`src/hdl/ansi_color_text_console_assert.svh`:
```
`ifndef ANSI_COLOR_TEXT_CONSOLE_ASSERT_SVH
`define ANSI_COLOR_TEXT_CONSOLE_ASSERT_SVH

// Same-cycle implication, sampled on clk, off while rst_n is low.
`define ACTC_ASSERT_IMP(lbl, ante, cons) \
    lbl: assert property (@(posedge clk) disable iff (!rst_n) (ante) |-> (cons)) \
        else $error("actc assertion failed");

// Next-cycle implication, sampled on clk, off while rst_n is low.
`define ACTC_ASSERT_NXT(lbl, ante, cons) \
    lbl: assert property (@(posedge clk) disable iff (!rst_n) (ante) |=> (cons)) \
        else $error("actc assertion failed");

`endif

```
`src/hdl/actc_pkg.sv`:
```
`default_nettype none

package actc_pkg;

    typedef enum logic [1:0] {
        PH_TEXT  = 2'd0,
        PH_NEXT  = 2'd1,
        PH_END   = 2'd2,
        PH_PARSE = 2'd3
    } phase_t;

    localparam logic [1:0] CFG_COLUMNS = 2'd0;
    localparam logic [1:0] CFG_ROWS    = 2'd1;
    localparam logic [1:0] CFG_MUTED   = 2'd2;

    localparam logic KIND_DRAW  = 1'b0;
    localparam logic KIND_CLEAR = 1'b1;

    localparam logic [7:0] CH_ESC     = 8'h1b;
    localparam logic [7:0] CH_LBRACK  = 8'h5b;
    localparam logic [7:0] CH_SEMI    = 8'h3b;
    localparam logic [7:0] CH_NL      = 8'h0a;
    localparam logic [7:0] CH_CR      = 8'h0d;
    localparam logic [7:0] CH_ZERO    = 8'h30;
    localparam logic [7:0] CH_NINE    = 8'h39;
    localparam logic [7:0] FINAL_LO   = 8'h40;
    localparam logic [7:0] FINAL_HI   = 8'h7e;
    localparam logic [7:0] PRINT_LO   = 8'h20;
    localparam logic [7:0] PRINT_HI   = 8'h7e;

    localparam logic [7:0] ATTR_RESET = 8'hf0;
    localparam logic [3:0] TENS_FG    = 4'd3;
    localparam logic [3:0] TENS_BG    = 4'd4;

    localparam logic [7:0] COLUMNS_RESET = 8'd20;
    localparam logic [7:0] ROWS_RESET    = 8'd10;

    localparam int QDEPTH = 4;
    localparam int QPTR_W = $clog2(QDEPTH);
    localparam int QLVL_W = $clog2(QDEPTH + 1);

    typedef struct packed {
        logic       kind;
        logic [7:0] col;
        logic [7:0] row;
        logic [6:0] glyph;
        logic [3:0] fg_idx;
        logic [3:0] bg_idx;
        logic       last;
    } res_t;

    typedef struct packed {
        logic [1:0] count;
        res_t       first;
        res_t       second;
    } push_t;

    function automatic logic [23:0] palette_rgb(input logic [3:0] idx);
        logic [23:0] rgb;
        case (idx)
            4'd0:    rgb = 24'h000000;
            4'd1:    rgb = 24'haa0000;
            4'd2:    rgb = 24'h00aa00;
            4'd3:    rgb = 24'haaaa00;
            4'd4:    rgb = 24'h0000aa;
            4'd5:    rgb = 24'haa00aa;
            4'd6:    rgb = 24'h0055aa;
            4'd7:    rgb = 24'haaaaaa;
            4'd8:    rgb = 24'h555555;
            4'd9:    rgb = 24'hff5555;
            4'd10:   rgb = 24'h55ff55;
            4'd11:   rgb = 24'hffff55;
            4'd12:   rgb = 24'h5555ff;
            4'd13:   rgb = 24'hff55ff;
            4'd14:   rgb = 24'h55ffff;
            default: rgb = 24'hffffff;
        endcase
        return rgb;
    endfunction

endpackage

`default_nettype wire

```
`src/hdl/actc_core.sv`:
```
`default_nettype none

module actc_core
    import actc_pkg::*;
(
    input  wire logic       clk,
    input  wire logic       rst_n,
    input  wire logic       cfg_write,
    input  wire logic [1:0] cfg_index,
    input  wire logic [7:0] cfg_data,
    input  wire logic       in_fire,
    input  wire logic [7:0] char_code,
    output push_t           push
);

    logic [7:0] columns_reg;
    logic [7:0] rows_reg;
    logic       muted_reg;

    phase_t     phase_reg, phase_next;
    logic [3:0] accum_reg, accum_next;
    logic [7:0] attr_reg, attr_next;
    logic [7:0] col_reg, col_next;
    logic [7:0] row_reg, row_next;

    logic       consumed;
    logic       is_digit;
    logic       is_final;
    logic [3:0] digit;

    logic       out_go;
    logic       wrap;
    logic [8:0] row_a;
    logic       clr;
    logic [7:0] col_b;
    logic [7:0] row_b;
    logic       printable;
    logic       draw;
    res_t       clear_res;
    res_t       draw_res;

    assign is_digit = (char_code inside {[CH_ZERO:CH_NINE]});
    assign is_final = (char_code inside {[FINAL_LO:FINAL_HI]});
    assign digit    = 4'(char_code - CH_ZERO);

    always_ff @(posedge clk or negedge rst_n)
    begin
        if (!rst_n)
        begin
            columns_reg <= COLUMNS_RESET;
            rows_reg    <= ROWS_RESET;
            muted_reg   <= 1'b0;
        end
        else if (cfg_write)
        begin
            case (cfg_index)
                CFG_COLUMNS: columns_reg <= cfg_data;
                CFG_ROWS:    rows_reg    <= cfg_data;
                CFG_MUTED:   muted_reg   <= cfg_data[0];
                default:     ;
            endcase
        end
    end

    // Escape parser: next phase and consume flag
    always_comb
    begin
        phase_next = phase_reg;
        consumed   = 1'b1;
        case (phase_reg)
            PH_TEXT:
            begin
                if (char_code == CH_ESC)
                    phase_next = PH_NEXT;
                else
                    consumed = 1'b0;
            end
            PH_NEXT:
            begin
                if (char_code == CH_LBRACK)
                    phase_next = PH_PARSE;
                else
                begin
                    phase_next = PH_TEXT;
                    consumed   = 1'b0;
                end
            end
            PH_END:
            begin
                if (char_code == CH_SEMI)
                    phase_next = PH_PARSE;
                else if (is_final)
                    phase_next = PH_TEXT;
            end
            PH_PARSE:
            begin
                if (is_digit)
                begin
                    // accumulator holds 0..9 here; a second digit, or a leading 0, completes the code
                    if (accum_reg != 4'd0 || digit == 4'd0)
                        phase_next = PH_END;
                end
                else if (is_final)
                    phase_next = PH_TEXT;
            end
            default: phase_next = PH_TEXT;
        endcase
    end

    // Parser data: accumulator and color attribute
    always_comb
    begin
        accum_next = accum_reg;
        attr_next  = attr_reg;
        case (phase_reg)
            PH_NEXT:
            begin
                if (char_code == CH_LBRACK)
                    accum_next = 4'd0;
            end
            PH_END:
            begin
                if (char_code == CH_SEMI)
                    accum_next = 4'd0;
            end
            PH_PARSE:
            begin
                if (is_digit)
                begin
                    if (accum_reg == 4'd0)
                    begin
                        accum_next = digit;
                        if (digit == 4'd0)
                            attr_next = ATTR_RESET;
                    end
                    else if (accum_reg == TENS_FG)
                        attr_next = {digit, attr_reg[3:0]};
                    else if (accum_reg == TENS_BG)
                        attr_next = {attr_reg[7:4], digit};
                end
                else if (char_code == CH_SEMI)
                    accum_next = 4'd0;
            end
            default: ;
        endcase
    end

    // Cursor and result generation
    always_comb
    begin
        out_go    = in_fire && !consumed && !muted_reg;
        wrap      = (col_reg >= columns_reg);
        row_a     = {1'b0, row_reg} + {8'd0, wrap};
        clr       = (row_a >= {1'b0, rows_reg});
        col_b     = (wrap || clr) ? 8'd0 : col_reg;
        row_b     = clr ? 8'd0 : row_a[7:0];
        printable = (char_code inside {[PRINT_LO:PRINT_HI]});
        draw      = out_go && printable;

        col_next = col_reg;
        row_next = row_reg;
        if (out_go)
        begin
            if (char_code == CH_NL)
            begin
                row_next = row_b + 8'd1;
                col_next = 8'd0;
            end
            else if (char_code == CH_CR)
            begin
                row_next = row_b;
                col_next = 8'd0;
            end
            else
            begin
                row_next = row_b;
                col_next = col_b + 8'd1;
            end
        end

        clear_res        = '0;
        clear_res.kind   = KIND_CLEAR;
        clear_res.last   = !draw;

        draw_res.kind    = KIND_DRAW;
        draw_res.col     = col_b;
        draw_res.row     = row_b;
        draw_res.glyph   = char_code[6:0];
        draw_res.fg_idx  = attr_reg[7:4];
        draw_res.bg_idx  = attr_reg[3:0];
        draw_res.last    = 1'b1;

        push.count  = {1'b0, out_go && clr} + {1'b0, draw};
        push.first  = (out_go && clr) ? clear_res : draw_res;
        push.second = draw_res;
    end

    always_ff @(posedge clk or negedge rst_n)
    begin
        if (!rst_n)
        begin
            phase_reg <= PH_TEXT;
            accum_reg <= 4'd0;
            attr_reg  <= ATTR_RESET;
            col_reg   <= 8'd0;
            row_reg   <= 8'd0;
        end
        else if (in_fire)
        begin
            phase_reg <= phase_next;
            accum_reg <= accum_next;
            attr_reg  <= attr_next;
            col_reg   <= col_next;
            row_reg   <= row_next;
        end
    end

endmodule

`default_nettype wire

```
`src/hdl/actc_outq.sv`:
```
`default_nettype none

module actc_outq
    import actc_pkg::*;
(
    input  wire logic        clk,
    input  wire logic        rst_n,
    input  push_t            push,
    input  wire logic        pop,
    output logic             space,
    output logic             head_valid,
    output res_t             head,
    output logic [QLVL_W-1:0] level
);

    res_t              mem_reg [QDEPTH];
    logic [QPTR_W-1:0] wr_ptr_reg, wr_ptr_next;
    logic [QPTR_W-1:0] rd_ptr_reg, rd_ptr_next;
    logic [QLVL_W-1:0] level_reg, level_next;
    logic [QPTR_W-1:0] wr_ptr_b;

    assign wr_ptr_b = wr_ptr_reg + QPTR_W'(1);

    always_comb
    begin
        wr_ptr_next = wr_ptr_reg + QPTR_W'(push.count);
        rd_ptr_next = rd_ptr_reg + QPTR_W'(pop);
        level_next  = level_reg + QLVL_W'(push.count) - QLVL_W'(pop);
    end

    // room for a full two-result transfer
    assign space      = (level_reg <= QLVL_W'(QDEPTH - 2));
    assign head_valid = (level_reg != '0);
    assign head       = mem_reg[rd_ptr_reg];
    assign level      = level_reg;

    always_ff @(posedge clk)
    begin
        if (push.count != 2'd0)
            mem_reg[wr_ptr_reg] <= push.first;
        if (push.count == 2'd2)
            mem_reg[wr_ptr_b] <= push.second;
    end

    always_ff @(posedge clk or negedge rst_n)
    begin
        if (!rst_n)
        begin
            wr_ptr_reg <= '0;
            rd_ptr_reg <= '0;
            level_reg  <= '0;
        end
        else
        begin
            wr_ptr_reg <= wr_ptr_next;
            rd_ptr_reg <= rd_ptr_next;
            level_reg  <= level_next;
        end
    end

endmodule

`default_nettype wire

```
`src/hdl/ansi_color_text_console.sv`:
```
// A result enters the result queue when its byte is transferred and is offered
// once it reaches the queue head. Throughput: one byte per cycle while the queue
// has room; a byte that clears and draws pushes two results into the 4-entry
// result queue, which drains one per cycle. Input ready drops above two results.
// Reset (rst_n, asynchronous, active low): plain text phase, attribute 0xf0,
// cursor home, 20 columns, 10 rows, unmuted, queue empty.
`default_nettype none

`include "ansi_color_text_console_assert.svh"

module ansi_color_text_console
    import actc_pkg::*;
(
    input  wire logic        clk,
    input  wire logic        rst_n,
    input  wire logic        cfg_write,
    input  wire logic [1:0]  cfg_index,
    input  wire logic [7:0]  cfg_data,
    input  wire logic        in_valid,
    output logic             in_ready,
    input  wire logic [7:0]  char_code,
    output logic             out_valid,
    input  wire logic        out_ready,
    output logic             kind,
    output logic [7:0]       cell_column,
    output logic [7:0]       cell_row,
    output logic [6:0]       glyph,
    output logic [23:0]      fg_rgb,
    output logic [23:0]      bg_rgb,
    output logic             last
);

    logic              in_fire;
    logic              out_fire;
    push_t             push;
    res_t              head;
    logic [QLVL_W-1:0] level;

    assign in_fire  = in_valid && in_ready;
    assign out_fire = out_valid && out_ready;

    actc_core u_core (
        .clk       (clk),
        .rst_n     (rst_n),
        .cfg_write (cfg_write),
        .cfg_index (cfg_index),
        .cfg_data  (cfg_data),
        .in_fire   (in_fire),
        .char_code (char_code),
        .push      (push)
    );

    actc_outq u_outq (
        .clk        (clk),
        .rst_n      (rst_n),
        .push       (push),
        .pop        (out_fire),
        .space      (in_ready),
        .head_valid (out_valid),
        .head       (head),
        .level      (level)
    );

    assign kind        = head.kind;
    assign cell_column = head.col;
    assign cell_row    = head.row;
    assign glyph       = head.glyph;
    assign fg_rgb      = palette_rgb(head.fg_idx);
    assign bg_rgb      = palette_rgb(head.bg_idx);
    assign last        = head.last;

    `ACTC_ASSERT_IMP(a_push_on_transfer, push.count != 2'd0, in_valid && in_ready)
    `ACTC_ASSERT_IMP(a_pair_order, push.count == 2'd2,
        push.first.kind == KIND_CLEAR && !push.first.last &&
        push.second.kind == KIND_DRAW && push.second.last)
    `ACTC_ASSERT_NXT(a_drain, out_valid && out_ready && push.count == 2'd0,
        level == $past(level) - QLVL_W'(1))
    `ACTC_ASSERT_NXT(a_no_overfill, in_valid && in_ready, level <= QLVL_W'(QDEPTH))

endmodule

`default_nettype wire
```
`config.mk`:
```
export PLATFORM = sky130hd
export DESIGN_NAME = ansi_color_text_console
export DESIGN_NICKNAME = d
export VERILOG_FILES = /design/src/hdl/actc_pkg.sv /design/src/hdl/actc_core.sv /design/src/hdl/actc_outq.sv /design/src/hdl/ansi_color_text_console.sv
export VERILOG_INCLUDE_DIRS = /design/src /design/src/hdl
export SDC_FILE = /design/constraint.sdc
export NUM_CORES = 1
export LEC_CHECK = 0
export ABC_AREA = 1
export BUFFER_PORTS_ARGS = -buffer_cell sky130_fd_sc_hd__buf_2
export CELL_PAD_IN_SITES_DETAIL_PLACEMENT = 0
export CELL_PAD_IN_SITES_GLOBAL_PLACEMENT = 1
export CORE_MARGIN = 2
export CORE_UTILIZATION = 41
export CTS_CLUSTER_SIZE = 20
export DETAILED_ROUTE_END_ITERATION = 10
export PLACE_DENSITY_LB_ADDON = 0.1
export SYNTH_ARGS = -nofsm -noshare
export SYNTH_HDL_FRONTEND = slang
export SYNTH_HIERARCHICAL = 1
export SYNTH_SLANG_ARGS = --single-unit
```
`constraint.sdc`:
```
create_clock -name clk -period 5.3 [get_ports clk]
set_input_delay 0.265 -clock clk [delete_from_list [all_inputs] [get_ports clk]]
set_output_delay 0.265 -clock clk [all_outputs]
set_load 0.02 [all_outputs]
```
==> results.sh <==
export IMPL_critPathCaptureType="flop"
export IMPL_final_layout_size_suffix_gt1_frac=0.1676
export IMPL_seq_area_frac_synth=0.4599
export IMPL_gp_congestion=0.8325
export IMPL_required_ps=5620
export IMPL_die_w_um=172.1
export IMPL_slew_headroom=0.3112
export IMPL_pwr_density_cell_nw_per_um2=486.2
export IMPL_min_to="u_core/rows_reg[1]"
export IMPL_cts_root_buf="clkbuf_16"
export IMPL_reg2reg_slack_ps=450
export IMPL_drv_slew=0
export IMPL_path_clk_slew_ps=80
export IMPL_status="complete, no violations"
export IMPL_ctsResizeCount=0
export IMPL_crit_type="flop to flop"
export IMPL_slowest_stage="dfstp_2"
export IMPL_wl_um=31310
export IMPL_fmax_ghz=0.2061
export IMPL_grt_use_total=0.2190
export IMPL_synth_seq_cells=186
export IMPL_viasPerCell=4.819
export IMPL_grt_pass1_vias=8681
export IMPL_wl_per_cell_um=16.13
export IMPL_critPathMaxFanout=11
export IMPL_syn_area_um2=11580
export IMPL_netlist_top_cell_by_area="edfxtp_1"
export IMPL_fin_skew_ps=13.17
export IMPL_gr_total_overflow=0
export IMPL_vias=9354
export IMPL_worst_setup_path_start_kind="flop"
export IMPL_r2r_start="u_core/columns_reg[2]"
export IMPL_synth_top_cell_area_share=0.3423
export IMPL_synth_warning_count=6
export IMPL_clk_latency_ps=430
export IMPL_leakage_uw=0.006376
export IMPL_final_util=0.4595
export IMPL_ant_nets=0
export IMPL_cts_tree="done"
export IMPL_syn_num_nets=1569
export IMPL_clockBufferDepth=2
export IMPL_coreArea_um2=27780
export IMPL_netlist_instances=1519
export IMPL_hold_viol=0
export IMPL_num_rows=61
export IMPL_grt_max_degree=101
export IMPL_ioPinCount=98
export IMPL_drv_cap=0
export IMPL_syn_avg_cell_area_um2=7.623
export IMPL_postCtsSetupRepairBufs=0
export IMPL_post_route_period_util=0.9154
export IMPL_synth_distinct_cells=43
export IMPL_hp_start="cfg_data[1]"
export IMPL_hold_depth=3
export IMPL_cts_sinks=186
export IMPL_drt_initial_drc_count=637
export IMPL_largest_register_ffs=132
export IMPL_h_tree_depth=4
export IMPL_dieArea_um2=29600
export IMPL_hp_class="input port to flop"
export IMPL_synth_area_leaders="edfxtp_1, nand2_1, dfrtp_1"
export IMPL_path_common_cell="ha_1"
export IMPL_numCtsBuffers=17
export IMPL_drc_errors=0
export IMPL_ir_drop_uv=248.1
export IMPL_final_setup_tns_ps=0
export IMPL_cpPeakStageDelay_ps=530
export IMPL_r2r_end="u_outq/level[2]"
export IMPL_area_delta_synth_final_pct=10.24
export IMPL_antenna_cells=0
export IMPL_crit_arrival_ps=5170
export IMPL_fin_nets=1601
export IMPL_start_util=0.4168
export IMPL_dpl_hpwl_um=21010
export IMPL_rsz0062_at_grt="false"
export IMPL_fp_dieH_um=172.1
export IMPL_r2r_cells=29
export IMPL_placedCellCount=1909
export IMPL_antenna_found_initial=0
export IMPL_grt_pass1_wl_um=49010
export IMPL_tightest_slew_ps=1033
export IMPL_numPortBuffers=97
export IMPL_final_min_clock_period_ps=4852
export IMPL_setup_viol=0
export IMPL_final_cells=1941
export IMPL_drtPass1Iterations=5
-- per-stage QoR --
stage	area, um^2	hold WS [ps]	power, uW	setup slack, ps
3_3_place_gp	12130	448.8	4868	539.6
6_report	12760	76.36	6206	448.1
2_1_floorplan	11580	-30.59	4225	61.78
3_5_place_dp	12130	458.8	4881	465.5
5_1_grt	12760	74.80	6673	108.4
4_1_cts	12760	61.89	6281	420.6
-- layout make-up --
class / count / area, um^2
Tap cell: 378 / 473.0
Inverter: 221 / 829.5
Timing Repair Buffer: 130 / 785.8
Sequential cell: 186 / 5326
Clock inverter: 14 / 195.2
Fill cell: 2872 / 15020
Clock buffer: 17 / 425.4
Multi-Input combinational cell: 995 / 4730
-- cell usage in the layout, fill, tap and decap left out, types with 6 or more instances in the layout --
cell and count:
ha_1 26, o21ai_1 11, edfxtp_1 132, clkbuf_16 17, o22ai_1 6, nand2_2 8, inv_2 13, nand3_1 190
nor2_1 61, a21oi_1 17, nor2_4 9, buf_2 97, nor2_2 12, nand4_1 6, nand3_2 6, dfstp_2 8
nand2_1 543, buf_4 28, xor2_1 6, dfrtp_1 45, or2_2 33, inv_1 206, o21ai_0 32
-- per-layer routing --
metal	GRT usage	vias to the layer above	routed length (um)
met5	0	-	0
met4	0.04092	0	330
met3	0.02815	25	1170
met2	0.3566	206	14300
met1	0.3158	4330	15510
li1	-	4793	-
-- timing repair --
action                                 in CTS  in global routing
endpoints found under the hold margin      14                  0
setup endpoints to repair                   0                  0
hold buffers                                1                  0
-- critical path, delay by kind of cell, from the launching register on --
kind | cells | cell delay [ps]
fa+ha+maj | 7 | 2080
xor+xnor | 1 | 190
buf+inv | 6 | 400
compound gates | 1 | 100
flops | 1 | 530
simple gates | 14 | 1420
-- Yosys cell counts, drive strengths merged --
library cell	number
a41oi	1
nand3	196
dfstp	8
o21ai	44
nor3	8
a21o	1
ha	26
fa	1
nand4	8
nor4	1
nand2	553
o21a	1
inv	221
o22ai	6
clkbuf	24
xor2	6
edfxtp	132
buf	93
o221ai	1
dfrtp	46
conb	2
nor2	82
o211ai	3
or2	33
a21oi	20
nand3b	2
-- cell families (layout without fill, tap and decap cells) --
| group | count (synthesis) | count (layout) | share of synthesized area |
|---|---|---|---|
| AND/OR/NAND/NOR | 883 | 883 | 0.3348 |
| buffers and inverters | 338 | 382 | 0.1323 |
| flip-flops | 186 | 186 | 0.4599 |
| AO/OA/AOI/OAI | 77 | 77 | 0.03804 |
| adder cells (fa/ha/maj) | 27 | 27 | 0.02982 |
| XOR/XNOR | 6 | 6 | 0.004539 |
| other | 2 | 2 | 0.0006486 |
-- how the worst max path moves through the flow --
stage / start / endpoint / slack, ps
after floorplan: u_core/columns_reg[2] / u_outq/mem_reg[2][0] / 60
after global placement: u_core/columns_reg[2] / u_outq/level[2] / 540
after detailed placement: u_core/columns_reg[2] / u_outq/level[2] / 470
after CTS: u_core/columns_reg[2] / u_outq/level[2] / 420
after global routing: u_core/columns_reg[2] / u_outq/level[2] / 110
final: u_core/columns_reg[2] / u_outq/level[2] / 450
-- power breakdown --
part	internal (uW)	total, uW	switching (uW)
combinational	852	2950	2100
sequential	1770	1860	91.0
clock	795	1390	600
total	3410	6210	2790
No activity file was read; power rests on OpenSTA's default activity.
